**config.mk**
```make
export PLATFORM = sky130hd
export DESIGN_NAME = fcl_mac
export DESIGN_NICKNAME = d
export VERILOG_FILES = /design/src/hw/rtl/fcl_pkg.sv /design/src/hw/rtl/fcl_mac.sv
export SDC_FILE = /design/constraint.sdc
export NUM_CORES = 1
export LEC_CHECK = 0
export ABC_AREA = 1
export CORE_ASPECT_RATIO = 1.1
export CORE_MARGIN = 2
export CORE_UTILIZATION = 67
export CTS_CLUSTER_DIAMETER = 50
export DETAILED_ROUTE_END_ITERATION = 8
export DONT_BUFFER_PORTS = 1
export PLACE_DENSITY = 0.95
export SLEW_MARGIN = 20
export SYNTH_ARGS = -nofsm -noshare
export SYNTH_HDL_FRONTEND = slang
export SYNTH_SLANG_ARGS = --single-unit
```
**constraint.sdc**
```tcl
create_clock -name clk_i -period 3.1 [get_ports clk_i]
set_clock_uncertainty 0.15 [all_clocks]
set_input_delay 0.155 -clock clk_i [delete_from_list [all_inputs] [get_ports clk_i]]
set_output_delay 0.155 -clock clk_i [all_outputs]
set_load 0.05 [all_outputs]
```
**src/hw/rtl/fcl_pkg.sv**
```systemverilog
// ----------------------------------------------------------------------------
// fcl_pkg
// Shared types and constants for the loaded-kernel FIR convolution block.
// ----------------------------------------------------------------------------
`default_nettype none

package fcl_pkg;

  // Field widths of one input beat and one result beat
  localparam int unsigned OpW      = 2;
  localparam int unsigned IdxW     = 11;
  localparam int unsigned TapW     = 18;
  localparam int unsigned SmpW     = 16;
  localparam int unsigned ProdW    = TapW + SmpW;
  localparam int unsigned AccW     = 48;
  localparam int unsigned CfgW     = 12;
  localparam int unsigned InDataW  = 48;  // 11 + 18 + 16 = 45, padded to bytes
  localparam int unsigned OutDataW = 48;

  typedef enum logic [OpW-1:0] {
    OP_LOAD   = 2'd0,
    OP_CLEAR  = 2'd1,
    OP_SAMPLE = 2'd2
  } op_e;

  typedef enum logic [2:0] {
    ST_IDLE  = 3'b001,
    ST_RUN   = 3'b010,
    ST_DRAIN = 3'b100
  } state_e;

  // Sequencer to datapath controls
  typedef struct packed {
    logic tap_we;    // write a kernel tap
    logic hist_we;   // write a sample into the history
    logic issue;     // read one tap / history pair into the MAC
    logic acc_clr;   // start a new sum
    logic out_load;  // move the finished sum to the output register
  } ctrl_t;

endpackage

`default_nettype wire

```
**src/hw/rtl/fcl_mac.sv**
```systemverilog
// ----------------------------------------------------------------------------
// fcl_mac
// Shared multiply-accumulate: registered 18x16 product, 48-bit accumulator.
// ----------------------------------------------------------------------------
`default_nettype none

module fcl_mac (
  input  wire logic                               clk_i,
  input  wire logic                               rst_ni,
  input  wire logic                               rd_valid_i,
  input  wire logic signed [fcl_pkg::TapW-1:0]    tap_i,
  input  wire logic signed [fcl_pkg::SmpW-1:0]    sample_i,
  input  wire logic                               acc_clr_i,
  output logic                                    busy_o,
  output logic signed [fcl_pkg::AccW-1:0]         acc_o
);

  logic                                  mul_v_q;
  logic signed [fcl_pkg::ProdW-1:0]      mul_q;
  logic signed [fcl_pkg::AccW-1:0]       acc_q, acc_d;

  always_ff @(posedge clk_i or negedge rst_ni) begin
    if (!rst_ni) begin
      mul_v_q <= 1'b0;
    end else begin
      mul_v_q <= rd_valid_i;
    end
  end

  always_ff @(posedge clk_i) begin
    if (rd_valid_i) begin
      mul_q <= tap_i * sample_i;
    end
  end

  always_comb begin
    acc_d = acc_q;
    if (acc_clr_i) begin
      acc_d = '0;
    end else if (mul_v_q) begin
      acc_d = acc_q + fcl_pkg::AccW'(mul_q);
    end
  end

  always_ff @(posedge clk_i) begin
    acc_q <= acc_d;
  end

  assign busy_o = rd_valid_i | mul_v_q;
  assign acc_o  = acc_q;

endmodule

`default_nettype wire

```
==> metrics.txt, run 1 <==
gr usage total 0.740; top post-synthesis cells by area fa_1 (32%), inv_1 (14%), nand2_1 (14%); Avg Cell Area, Syn 7.09 um2; HPWL Detailed 46100 um; sequential area share after synthesis 0.111; grt ovf 203; synthesized cell area 18100 um2; top-area cell type share of the netlist area 0.322; Post-synth EDFFs 34; worst_ep grt mul_q[29]$_DFFE_PP_/D; clk sink count 83; pre-CTS WS -2350 ps; IO Port Bufs 0; Synth Register Bits 83; async set-reset flop share out of synthesis 0.0120; top_reg_cell synth dfxtp_1; Post-Syn Nets 3016; Die Ht 176 um; placed instance area 19900 um2; I/O pin cnt 87; Bufs on Longest Clock Path 2; outcome did not finish; Distinct cells, synth 46; Inserted Clock Buffers 9; Syn Inst Count 2554; Synth area leader fa_1; Fail Step 5_1_grt; Worst endpoint type register input; Clock Tree Root clkbuf_16; Cells after DPL 2980; Stop Error [ERROR GRT-0232] Routing congestion too high. Check the congestion heatmap in the GUI.; initial core utilization 0.676; H-Tree Depth 3; Rows 63; placer congestion estimate 1.15; Yosys warnings 0; pin count of the biggest net entering global routing 77; Die Width 161 um
[metal layers]
layer | GRT overflow | global-route usage
met4 | 80 | 0.764
met5 | 1 | 0.217
met3 | 1 | 0.635
met1 | 2 | 0.700
met2 | 119 | 0.908
[synth_stat cells (3+ instances only)]
cell	instances
nand2_1	665
nand3_1	77
or2_2	6
xor2_1	34
nor2_1	208
nand4_1	23
o21bai_1	14
fa_1	291
nand2_2	13
xnor2_1	18
o21ai_0	62
inv_1	685
clkbuf_1	67
nand3_2	3
a21oi_1	95
ha_1	133
o21ai_1	9
o21a_1	3
edfxtp_1	34
nor3_1	13
o21ai_2	3
dfxtp_1	48
a21o_1	6
nor2_2	7
buf_1	6
and3_1	3
[stage by stage]
| stage | hold WS [ps] | util |
|---|---|---|
| floorplan | -291 | - |
| global placement | -291 | 0.744 |
| detailed placement | -291 | 0.744 |
| CTS | 25.0 | 0.792 |
[logic make-up after synthesis]
family	share of synthesized area
AOI/OAI and AO/OA	0.0616
xor gates and xnor gates	0.0251
adders and majority gates	0.413
buffers and inverters	0.160
DFF	0.111
and+or+nand+nor	0.230
[timing repair]
action	in CTS
endpoints found under the hold margin	86
buffers inserted	25
hold buffers	9
pin swaps	110
resized for setup	181
setup endpoints to repair	28
==> run 2: changes to the inputs <==
CORE_ASPECT_RATIO = unset   (was 1.1)
CORE_UTILIZATION = 40   (was 67)
CTS_CLUSTER_DIAMETER = unset   (was 50)
PLACE_DENSITY = unset   (was 0.95)
PLACE_DENSITY_LB_ADDON = 0.15   (was unset)
==> run 2 against run 1 <==
Against the previous run: the flow now finishes, with violations (negative setup slack); area after synthesis is the same; synthesized cell count stayed put.
==> metrics.txt, run 2 <==
max-cap viol count 0; Die Width 217 um (+35%); Setup Crit Path Kind in2reg; Vias per Instance 4.82; Syn Inst Count 2554 (unchanged); top-area cell type share of the netlist area 0.322 (unchanged); Inserted Clock Buffers 9 (unchanged); maximum clock rate 207 MHz; Crit-path slowest cell fa_2; IO Port Bufs 0 (unchanged); Syn-to-layout area delta 22.9%; async set-reset flop share out of synthesis 0.0120 (unchanged); CP Max Fanout 16; Post-synth EDFFs 34 (unchanged); core box area 44500 um2; Crit. End Element flop; pin count of the biggest net entering global routing 60; top post-synthesis cells by area fa_1 (32%), inv_1 (14%), nand2_1 (14%); critical path required time 3060 ps; first-pass GRT wire length 88400 um; synthesized cell area 18100 um2 (unchanged); gr usage total 0.238; Cell Count, Final, Fillers Out 3306; failing checks negative setup slack; relative slew slack 0.481; grt ovf 0; setup ws final -1730 ps; layout cells sized above 1 0.203; 1st-iter DRT viols 852; placed instance area 20500 um2 (+2.6%); most frequent cell after synthesis inv_1; Bufs on Longest Clock Path 2 (unchanged); H-Tree Depth 3 (unchanged); Die ar. 47000 um2; grt met3 use 0.0243; Post-synth top cells inv_1 (685), nand2_1 (665), fa_1 (291); HPWL Detailed 45200 um (-2.0%); Yosys warnings 0 (unchanged); clk_lat worst skew 360 ps; Routed WL 54000 um; Avg Cell Area, Syn 7.09 um2 (unchanged); clk sink count 83 (unchanged); initial antenna violation count 1; layer with the highest usage met2; Distinct cells, synth 46 (unchanged); Worst path max stage delay 670 ps; sequential area share after synthesis 0.111 (unchanged); CTS tree done; Wirelength per Cell 16.3 um; post-layout min period 4830 ps; Least-Margin Pin Slew 778 ps; Cells after DPL 3244 (+8.9%); drt pass-1 iters 5; Post-Syn Nets 3016 (unchanged); # fillers 4420; layout net count 3170; CP startpoint kind input pin; top_reg_cell synth dfxtp_1; Synth Register Bits 83 (unchanged); Final ANT Viol Nets 0; Die Ht 217 um (+23%); final worst path period share 1.56; M1 GR Usage 0.309; Via Count 15900; Cell Chain, Critical Path nand2_8 > inv_4 > fa_2 > buf_4 > fa_1 > fa_2 > fa_2 > fa_1 > inv_1 > fa_1 > inv_1 > ha_4 > a21oi_4 > o21ai_2 > a21oi_2 > buf_4 > nand3_2 > buf_6 > xor2_1; RSZ-0062 raised after global routing true; commonest non-fill, non-tap cell in the layout inv_1; Clock Tree Root clkbuf_16; final hold viol count 0; Synth area leader fa_1; met2 Track Usage GR 0.422; hold_ws 76.3 ps; WP data arrival 4790 ps; Setup TNS -37700 ps; number of global-route vias before repair 16900; max reg flops 48; outcome finished, violations left; most frequent cells in the layout inv_1 (627), nand2_1 (597), fa_1 (267); placer congestion estimate 0.928 (-20%); Rows 77 (+22%); initial core utilization 0.407 (-0.269); DRC 0; final setup fails 27; fin. max-slew vios 0; CTS clk-pin slew, worst paths 70 ps; Final Instance Area 22300 um2; I/O pin cnt 87 (unchanged); hold crit path type in2reg
run 2: final cells by class:
cell class,instances,area (um2),area share
multi-input combinational,1706,14700,0.661
inverter,688,2630,0.118
sequential,83,2010,0.0902
timing repair buffer,219,1830,0.0821
tap,592,741,0.0333
clock buffer,11,275,0.0124
clock inverter,5,45.0,0.00202
timing repair inverter,1,16.3,0.000731
antenna,1,2.50,0.000112
run 2: repair_timing:
action	CTS	global route
setup buffers	27	14
setup endpoints to repair	27	29
hold buffers	11	0
gates cloned	1	0
resized for setup	162	126
pin swaps	100	62
endpoints found under the hold margin	86	0
run 2: path summary, 6_finish.rpt:
check / startpoint / endpoint / slack, ps / cells after the start
worst max register to register: mul_q[0] / acc_o[24] / 230 / 16
max in group asynchronous: rst_ni / mul_v_q / 2320 / 2
worst max-delay path: tap_i[17] / mul_q[22] / -1730 / 19
min in group asynchronous: rst_ni / mul_v_q / 370 / 2
worst min register to register: acc_o[1] / acc_o[1] / 510 / 3
worst min-delay path: tap_i[2] / mul_q[2] / 80 / 4
run 2: logic make-up after synthesis:
group	synth area share
AOI/OAI and AO/OA	0.0616
xor gates and xnor gates	0.0251
adders and majority gates	0.413
buffers and inverters	0.160
DFF	0.111
and+or+nand+nor	0.230
run 2: layer usage:
layer,vias up,share of wire
li1,7786,-
met1,7720,0.44
met2,362,0.49
met3,71,0.047
met4,0,0.027
met5,-,0
run 2: per-stage QoR:
step           utilization  worst slack (ps)
6_report             0.500             -1730
3_5_place_dp         0.459             -2370
4_1_cts              0.488             -1700
5_1_grt              0.500             -1880
3_3_place_gp         0.459             -2280
2_1_floorplan            -             -1980
run 2: worst max-delay path, delay by kind of cell:
kind                       cells  cell delay [ps]
AOI/OAI and AO/OA              3              450
xor gates and xnor gates       1              130
adders and majority gates      7             3340
buffers and inverters          6              560
and+or+nand+nor                2              140
Power of run 2 is not shown: default switching activity piles up to over one toggle a cycle in this logic, so the estimate is an artifact.
