`config.mk`:
```
export PLATFORM = sky130hd
export DESIGN_NAME = fcl_seq
export DESIGN_NICKNAME = d
export VERILOG_FILES = /design/src/hw/rtl/fcl_pkg.sv /design/src/hw/rtl/fcl_seq.sv
export SDC_FILE = /design/constraint.sdc
export NUM_CORES = 1
export LEC_CHECK = 0
export BUFFER_PORTS_ARGS = -buffer_cell sky130_fd_sc_hd__buf_2
export CAP_MARGIN = 0
export CORE_ASPECT_RATIO = 1.1
export CORE_MARGIN = 8
export CORE_UTILIZATION = 44
export DETAILED_ROUTE_END_ITERATION = 12
export PLACE_DENSITY = 0.65
export SETUP_SLACK_MARGIN = 0.05
export SYNTH_ARGS = -nofsm -noshare
export SYNTH_HDL_FRONTEND = slang
export SYNTH_SLANG_ARGS = --single-unit
```
`constraint.sdc`:
```
create_clock -name clk_i -period 8.9 [get_ports clk_i]
set_clock_uncertainty 0.15 [all_clocks]
set_input_delay 1.335 -clock clk_i [delete_from_list [all_inputs] [get_ports clk_i]]
set_output_delay 1.335 -clock clk_i [all_outputs]
set_load 0.02 [all_outputs]
```
`src/hw/rtl/fcl_pkg.sv`:
```
// ----------------------------------------------------------------------------
// fcl_pkg
// Shared types and constants for the loaded-kernel FIR convolution block.
// ----------------------------------------------------------------------------
`default_nettype none

package fcl_pkg;

  // Field widths of one input beat and one result beat
  localparam int unsigned OpW      = 2;
  localparam int unsigned IdxW     = 11;
  localparam int unsigned TapW     = 18;
  localparam int unsigned SmpW     = 16;
  localparam int unsigned ProdW    = TapW + SmpW;
  localparam int unsigned AccW     = 48;
  localparam int unsigned CfgW     = 12;
  localparam int unsigned InDataW  = 48;  // 11 + 18 + 16 = 45, padded to bytes
  localparam int unsigned OutDataW = 48;

  typedef enum logic [OpW-1:0] {
    OP_LOAD   = 2'd0,
    OP_CLEAR  = 2'd1,
    OP_SAMPLE = 2'd2
  } op_e;

  typedef enum logic [2:0] {
    ST_IDLE  = 3'b001,
    ST_RUN   = 3'b010,
    ST_DRAIN = 3'b100
  } state_e;

  // Sequencer to datapath controls
  typedef struct packed {
    logic tap_we;    // write a kernel tap
    logic hist_we;   // write a sample into the history
    logic issue;     // read one tap / history pair into the MAC
    logic acc_clr;   // start a new sum
    logic out_load;  // move the finished sum to the output register
  } ctrl_t;

endpackage

`default_nettype wire

```
`src/hw/rtl/fcl_seq.sv`:
```
// ----------------------------------------------------------------------------
// fcl_seq
// Sequencer: decodes beats, keeps history pointer and fill count, and walks
// the taps through the shared MAC.
// ----------------------------------------------------------------------------
`default_nettype none

module fcl_seq #(
  parameter int unsigned MAX_TAPS = 2048,
  parameter int unsigned AW       = 11,
  parameter int unsigned CW       = 12
) (
  input  wire logic                         clk_i,
  input  wire logic                         rst_ni,
  input  wire logic                         in_valid_i,
  output logic                              in_ready_o,
  input  wire fcl_pkg::op_e                 op_i,
  input  wire logic [fcl_pkg::IdxW-1:0]     tap_index_i,
  input  wire logic                         cfg_we_i,
  input  wire logic [fcl_pkg::CfgW-1:0]     cfg_wdata_i,
  input  wire logic                         mac_busy_i,
  input  wire logic                         out_free_i,
  output fcl_pkg::ctrl_t                    ctrl_o,
  output logic [AW-1:0]                     tap_waddr_o,
  output logic [AW-1:0]                     tap_raddr_o,
  output logic [AW-1:0]                     hist_waddr_o,
  output logic [AW-1:0]                     hist_raddr_o
);

  localparam logic [AW-1:0] LastSlot = AW'(MAX_TAPS - 1);
  localparam logic [CW-1:0] MaxCnt   = CW'(MAX_TAPS);

  fcl_pkg::state_e          state_q, state_d;
  logic [fcl_pkg::CfgW-1:0] tap_count_q;
  logic [AW-1:0]            ptr_q, ptr_d;
  logic [CW-1:0]            fill_q, fill_d;
  logic [AW-1:0]            t_q, t_d;
  logic [AW-1:0]            rd_q, rd_d;
  logic [CW-1:0]            rem_q, rem_d;
  logic [CW-1:0]            cnt_eff;
  logic [CW-1:0]            fill_next;
  logic [CW-1:0]            n_terms;
  logic                     accept;

  assign accept     = in_valid_i & in_ready_o;
  assign in_ready_o = (state_q == fcl_pkg::ST_IDLE);

  // tap count saturates at the store depth
  assign cnt_eff   = (32'(tap_count_q) > MAX_TAPS) ? MaxCnt : CW'(tap_count_q);
  assign fill_next = (fill_q == MaxCnt) ? MaxCnt : fill_q + CW'(1);
  // slots not written since the last clear count as zero, so skip them
  assign n_terms   = (cnt_eff < fill_next) ? cnt_eff : fill_next;

  always_comb begin
    state_d = state_q;
    ptr_d   = ptr_q;
    fill_d  = fill_q;
    t_d     = t_q;
    rd_d    = rd_q;
    rem_d   = rem_q;
    ctrl_o  = '0;
    case (state_q)
      fcl_pkg::ST_IDLE: begin
        if (accept) begin
          case (op_i)
            fcl_pkg::OP_LOAD: begin
              ctrl_o.tap_we = (32'(tap_index_i) < MAX_TAPS);
            end
            fcl_pkg::OP_CLEAR: begin
              ptr_d  = '0;
              fill_d = '0;
            end
            fcl_pkg::OP_SAMPLE: begin
              ctrl_o.hist_we  = 1'b1;
              ctrl_o.acc_clr  = 1'b1;
              ptr_d   = (ptr_q == LastSlot) ? '0 : ptr_q + AW'(1);
              fill_d  = fill_next;
              t_d     = '0;
              rd_d    = ptr_q;
              rem_d   = n_terms;
              state_d = (n_terms == '0) ? fcl_pkg::ST_DRAIN : fcl_pkg::ST_RUN;
            end
            default: begin
            end
          endcase
        end
      end
      fcl_pkg::ST_RUN: begin
        ctrl_o.issue = 1'b1;
        t_d   = t_q + AW'(1);
        rd_d  = (rd_q == '0) ? LastSlot : rd_q - AW'(1);
        rem_d = rem_q - CW'(1);
        if (rem_q == CW'(1)) begin
          state_d = fcl_pkg::ST_DRAIN;
        end
      end
      fcl_pkg::ST_DRAIN: begin
        if (!mac_busy_i && out_free_i) begin
          ctrl_o.out_load = 1'b1;
          state_d = fcl_pkg::ST_IDLE;
        end
      end
      default: begin
        state_d = fcl_pkg::ST_IDLE;
      end
    endcase
  end

  always_ff @(posedge clk_i or negedge rst_ni) begin
    if (!rst_ni) begin
      state_q     <= fcl_pkg::ST_IDLE;
      tap_count_q <= fcl_pkg::CfgW'(1);
      ptr_q       <= '0;
      fill_q      <= '0;
      t_q         <= '0;
      rd_q        <= '0;
      rem_q       <= '0;
    end else begin
      state_q <= state_d;
      ptr_q   <= ptr_d;
      fill_q  <= fill_d;
      t_q     <= t_d;
      rd_q    <= rd_d;
      rem_q   <= rem_d;
      if (cfg_we_i) begin
        tap_count_q <= cfg_wdata_i;
      end
    end
  end

  assign tap_waddr_o  = AW'(tap_index_i);
  assign tap_raddr_o  = t_q;
  assign hist_waddr_o = ptr_q;
  assign hist_raddr_o = rd_q;

endmodule

`default_nettype wire

```
* Yosys cells after proc, flatten, opt, wreduce, memory -nomap -nowiden
Index checks and enable logic that the tools add are counted. W data, S select, Z words.
Storage, ports and cells: word-level logic and storage cells 68, output and inout bits 50, input bits 31, register bits after elaboration 72
Operators by class: reduce and logical (&&, ||, !) cells 10, mux-type cells 31, add/subtract/negate cells 5, equal/unequal tests 12, bitwise gates (word level) 1, order comparisons 2
Operator list (count):
- $mux W11 | 6
- $pmux W11 S2 | 3
- $mux W12 | 5
- $pmux W12 S2 | 2
- $add A11 B1 Y11 const B | 2
- $mux W3 | 5
- $add A12 B1 Y12 const B | 1
- $eq A12 B1 Y1 const B | 1
- $eq A12 B12 Y1 const B | 1
- $gt A12 B12 Y1 const B | 1
- $logic_not A12 Y1 | 1
- $lt A12 B12 Y1 | 1
- $sub A12 B1 Y12 const B | 1
- $eq A11 B11 Y1 const B | 1
- $logic_not A11 Y1 | 1
- $sub A11 B1 Y11 const B | 1
- $pmux W3 S3 | 1
- $mux W1 | 7
- $reduce_and A3 Y1 | 2
- $mux W2 | 2
- $ne A2 B1 Y1 const B | 2
- $ne A2 B2 Y1 const B | 2
- $reduce_and A4 Y1 | 1
- $reduce_bool A2 Y1 | 2
- other kinds (9) | 9

* Depth between registers and ports, before layout
word-level depth 9, gate-level depth with buffers 16, depth with buffers taken out 14

* Worst setup path before layout
Ideal clock, no wire load.
path kind input to output, start input op_i[0], end output ctrl_o[3] (netlist bit), required time 7415 ps, path buffers 2, cell stages on the path 7, arrival 2760 ps, slack 4655 ps, path through inv_1 > ha_1 > and2_1 > nand2_1 > clkinv_1 > buf_1 > buf_4
RTL lines:
- from (decl) | line fcl_seq.sv:17 | input wire fcl_pkg::op_e op_i,
- to (decl) | line fcl_seq.sv:23 | output fcl_pkg::ctrl_t ctrl_o,

==> results.txt <==
The detailed-routing iteration count for the pre-antenna-repair pass came out at 4. The clock-pin slew of the registers on the worst-case setup and hold paths is 0.08 ns. In this run the count of I/O pins placed on the die edge is 81. The cell row count came out at 38. The total area inside the core boundary comes to 9890 sq um. In this run the most critical hold path is launched from tap_count_q[2]. The root buffer cell is sky130_fd_sc_hd__clkbuf_8.

The switching power summed over all nets is 0.315 mW. The count of endpoints failing setup in the final report came out at 0. The detailed placer's ending HPWL came out at 8030 um. The quantity of gates resized following cts came out at 0. The static leakage is 2.26 nW. For this run, design rule violations remaining after detail routing come to 0. The starting utilization of the core area is 45.4%. The required arrival time at the worst endpoint is 7.41 ns. The count of warnings emitted by yosys came out at 0.

The final cell area excluding filler cells is 4950 sq um. The time the worst path needs with I/O delays and setup came out at 5.06 ns. The worst-case vdd ir drop came out at 0.0000719 V. Hold repair after CTS inserted 0 buffers. The via count of the first global-routing pass came to 3845. The final critical-path setup slack is 3.84 ns. In this run, the clock network consumes 27.4% of the power. In this run, CTS created clock tree buffers numbering 9. The quantity of I/O buffers inserted on ports came out at 58. The final worst-path cycle share came out at 56.8%. The switching share of power came out at 34.8%. Setup repair after global routing left no endpoint under its margin. STA classifies the critical path startpoint as a primary input. The number of pins with negative max-slew slack in the final report is 0.

The final weighted congestion in routability-driven placement is 0.858. The relative slew slack is 29.4%. Averaged over all synthesized cells, the footprint is 8.86 sq um. The flow ran to the end, and the final reports show no timing, DRC or antenna violations.

The via density per instance came out at 5.83. The wire length per cell after detailed routing came out at 16.6 um. The netlist uses 58 different library cells. The worst setup path is of the in -> out kind. The post-placement setup slack is 3.83 ns.

The launch instance of the worst register-to-register path is fill_q[0]. The proportion of register bits with asynchronous set or reset after synthesis came out at 100%. The number of max-capacitance violations reported is 0. The number of inserted diodes came out at 0.

Cell internal power was estimated by the tool at 0.592 mW. The final wirelength is 11100 um. The clock reaches the later pin of the worst-skew pair after 0.36 ns. The area of the mapped netlist is 4490 sq um. The area growth from synthesis to layout came out at 10.2%.

For this run, the total global-route usage over all layers was measured as 16.8%. The initial antenna violation count is 0. The number of synthesized flops with an enable pin came out at 0. After the last flow step, the layout net total stands at 596.

Entering global routing, the biggest net connects 73 pins. The final number of hold-violating endpoints was 0. The data arrival time at the worst-slack endpoint is 3.57 ns.

The number of post-CTS setup repair buffers came out at 0. Synthesis produced a netlist with a net count of 558. The most critical setup path has its startpoint at op_i[0]. The starting DRC count in detailed routing is 243. The path class of the tightest hold or removal check is reg -> reg. The total via count after detailed routing is 3906.

The number of synthesized register bits is 72. The fmax came out at 0.198 GHz. The level count of the clock H-tree came out at 3. The fraction of final layout cells sized beyond drive strength 1 is 18.9%. The die is 112 um wide. The number of cells produced by synthesis came out at 507. TritonCTS built the clock tree. After layout, the design draws a total of 0.907 mW.

The global-route congestion overflow total is 0. The total cell area at the placement stage came out at 4760 sq um. The number of clock sinks is 72. Combinational cells account for 26.1% of the total power. The cell area power density came out at 183 nW/um^2.

The share of total power dissipated in sequential elements is 46.5%. The most used flip-flop cell after synthesis is sky130_fd_sc_hd__dfrtp_1. The area enclosed by the die boundary is 13700 sq um.

The wire length of the first global-routing pass is 18700 um. The remaining antenna violation count came out at 0. Counting along the longest clock path gives a buffer depth of 2. The maximum fanout along the worst path came out at 26.

The die height came out at 122 um. The worst setup path is captured at an output port. Summing the sequential cell areas from Yosys gives 40.2% of the chip area. The transition at the pin with the smallest max-transition slack is 1.05 ns. The sum of negative setup slack came out at 0 ns.
## cell families after synthesis
family	Yosys count	share of synthesized area (%)
and+or+nand+nor	200	21.7
AOI/OAI and AO/OA	113	16.9
DFF	72	40.2
buffers and inverters	59	6.24
muxes	22	5.35
xor gates and xnor gates	21	4.09
adders and majority gates	20	5.57
## critical path, cell delays in order
cell,delay (ns)
sky130_fd_sc_hd__buf_2,0.07
sky130_fd_sc_hd__inv_1,0.05
sky130_fd_sc_hd__ha_1,0.25
sky130_fd_sc_hd__and2_1,0.18
sky130_fd_sc_hd__nand2_1,0.48
sky130_fd_sc_hd__clkinv_1,0.80
sky130_fd_sc_hd__buf_2,0.40
## per-stage QoR
step / util (%) / cells / hold WS, ns
final: 50.1 / 670 / 0.352
after global placement: 48.2 / 654 / 0.338
after global routing: 50.1 / 670 / 0.381
after detailed placement: 48.2 / 654 / 0.344
after floorplan: - / 507 / 0.323
after CTS: 50.1 / 670 / 0.362
## power by group through the flow
stage               Combinational [mW]  Clock [mW]  Sequential, mW
finish                           0.237       0.248           0.422
floorplan                        0.159           0           0.435
global placement                 0.232           0           0.425
global route                     0.266       0.268           0.430
detailed placement               0.236           0           0.427
CTS                              0.238       0.256           0.420
## synth_stat cells (5+ instances only)
cell	number	share of area [%]
sky130_fd_sc_hd__nor2b_1	6	0.84
sky130_fd_sc_hd__nand2_1	58	4.8
sky130_fd_sc_hd__nand3_1	26	2.9
sky130_fd_sc_hd__and3_1	9	1.3
sky130_fd_sc_hd__xnor2_1	10	1.9
sky130_fd_sc_hd__xor2_1	11	2.1
sky130_fd_sc_hd__or3_1	8	1.1
sky130_fd_sc_hd__clkbuf_1	15	1.3
sky130_fd_sc_hd__a21oi_1	28	3.1
sky130_fd_sc_hd__nor3_1	12	1.3
sky130_fd_sc_hd__dfrtp_1	70	39
sky130_fd_sc_hd__o31ai_1	6	1.0
sky130_fd_sc_hd__mux2i_1	6	1.3
sky130_fd_sc_hd__nand4_1	11	1.5
sky130_fd_sc_hd__nor4_1	7	0.97
sky130_fd_sc_hd__nor2_1	44	3.7
sky130_fd_sc_hd__mux2_2	16	4.0
sky130_fd_sc_hd__inv_1	24	2.0
sky130_fd_sc_hd__a221oi_1	6	1.2
sky130_fd_sc_hd__ha_1	20	5.6
sky130_fd_sc_hd__o221a_2	5	1.3
sky130_fd_sc_hd__nand2b_1	5	0.70
sky130_fd_sc_hd__o21ai_0	33	3.7
sky130_fd_sc_hd__buf_4	13	2.2
## state kept, by name, indices dropped and copies added (netlist names)
signal	count
tap_raddr_o	11
rem_q	12
hist_waddr_o	11
fill_q	12
tap_count_q	12
hist_raddr_o	11
state_q	3
## final timing paths
check,slack [ns],to,cells after the start
hold reg to reg,0.35,tap_count_q[2],1
setup / recovery,3.84,ctrl_o[3],7
hold / removal,0.35,tap_count_q[2],1
max in group asynchronous,6.96,fill_q[2],2
setup reg to reg,4.53,rem_q[5],14
min in group asynchronous,1.03,hist_waddr_o[7],2
## metal layers
layer | global-route usage (%) | vias to the layer above | share of wire [%]
met5 | 0 | - | 0
met3 | 3.96 | 22 | 5.4
met4 | 8.44 | 0 | 2.4
li1 | - | 1888 | -
met1 | 20.6 | 1894 | 46
met2 | 27.3 | 102 | 46
## placed cells by master, fill, tap and decap left out, drive strengths merged, types with 2 or more instances in the layout
| master | n |
|---|---|
| mux2i | 6 |
| nand3b | 2 |
| dfstp | 2 |
| or3 | 8 |
| nor2 | 44 |
| xnor2 | 10 |
| o221a | 5 |
| nor4 | 7 |
| a221oi | 6 |
| a21oi | 28 |
| nand4 | 11 |
| inv | 24 |
| o21ai | 33 |
| nand3 | 26 |
| xor2 | 11 |
| nand2 | 58 |
| nand2b | 5 |
| ha | 20 |
| a21o | 3 |
| buf | 60 |
| o31ai | 6 |
| o22ai | 4 |
| or4 | 2 |
| o21a | 4 |
| clkinv | 3 |
| mux2 | 16 |
| nor3 | 12 |
| nor2b | 6 |
| a211oi | 3 |
| and3 | 10 |
| a31oi | 4 |
| o41ai | 4 |
| dfrtp | 70 |
| nor3b | 4 |
| clkbuf | 14 |
## area by class of cell
class | count | area, sq um
Clock buffer | 14 | 173
Clock inverter | 2 | 12.5
Fill cell | 941 | 4940
Inverter | 26 | 97.6
Multi-Input combinational cell | 376 | 2410
Sequential cell | 72 | 1800
Tap cell | 120 | 150
Timing Repair Buffer | 60 | 305
Power figures use the tool's default switching activity.
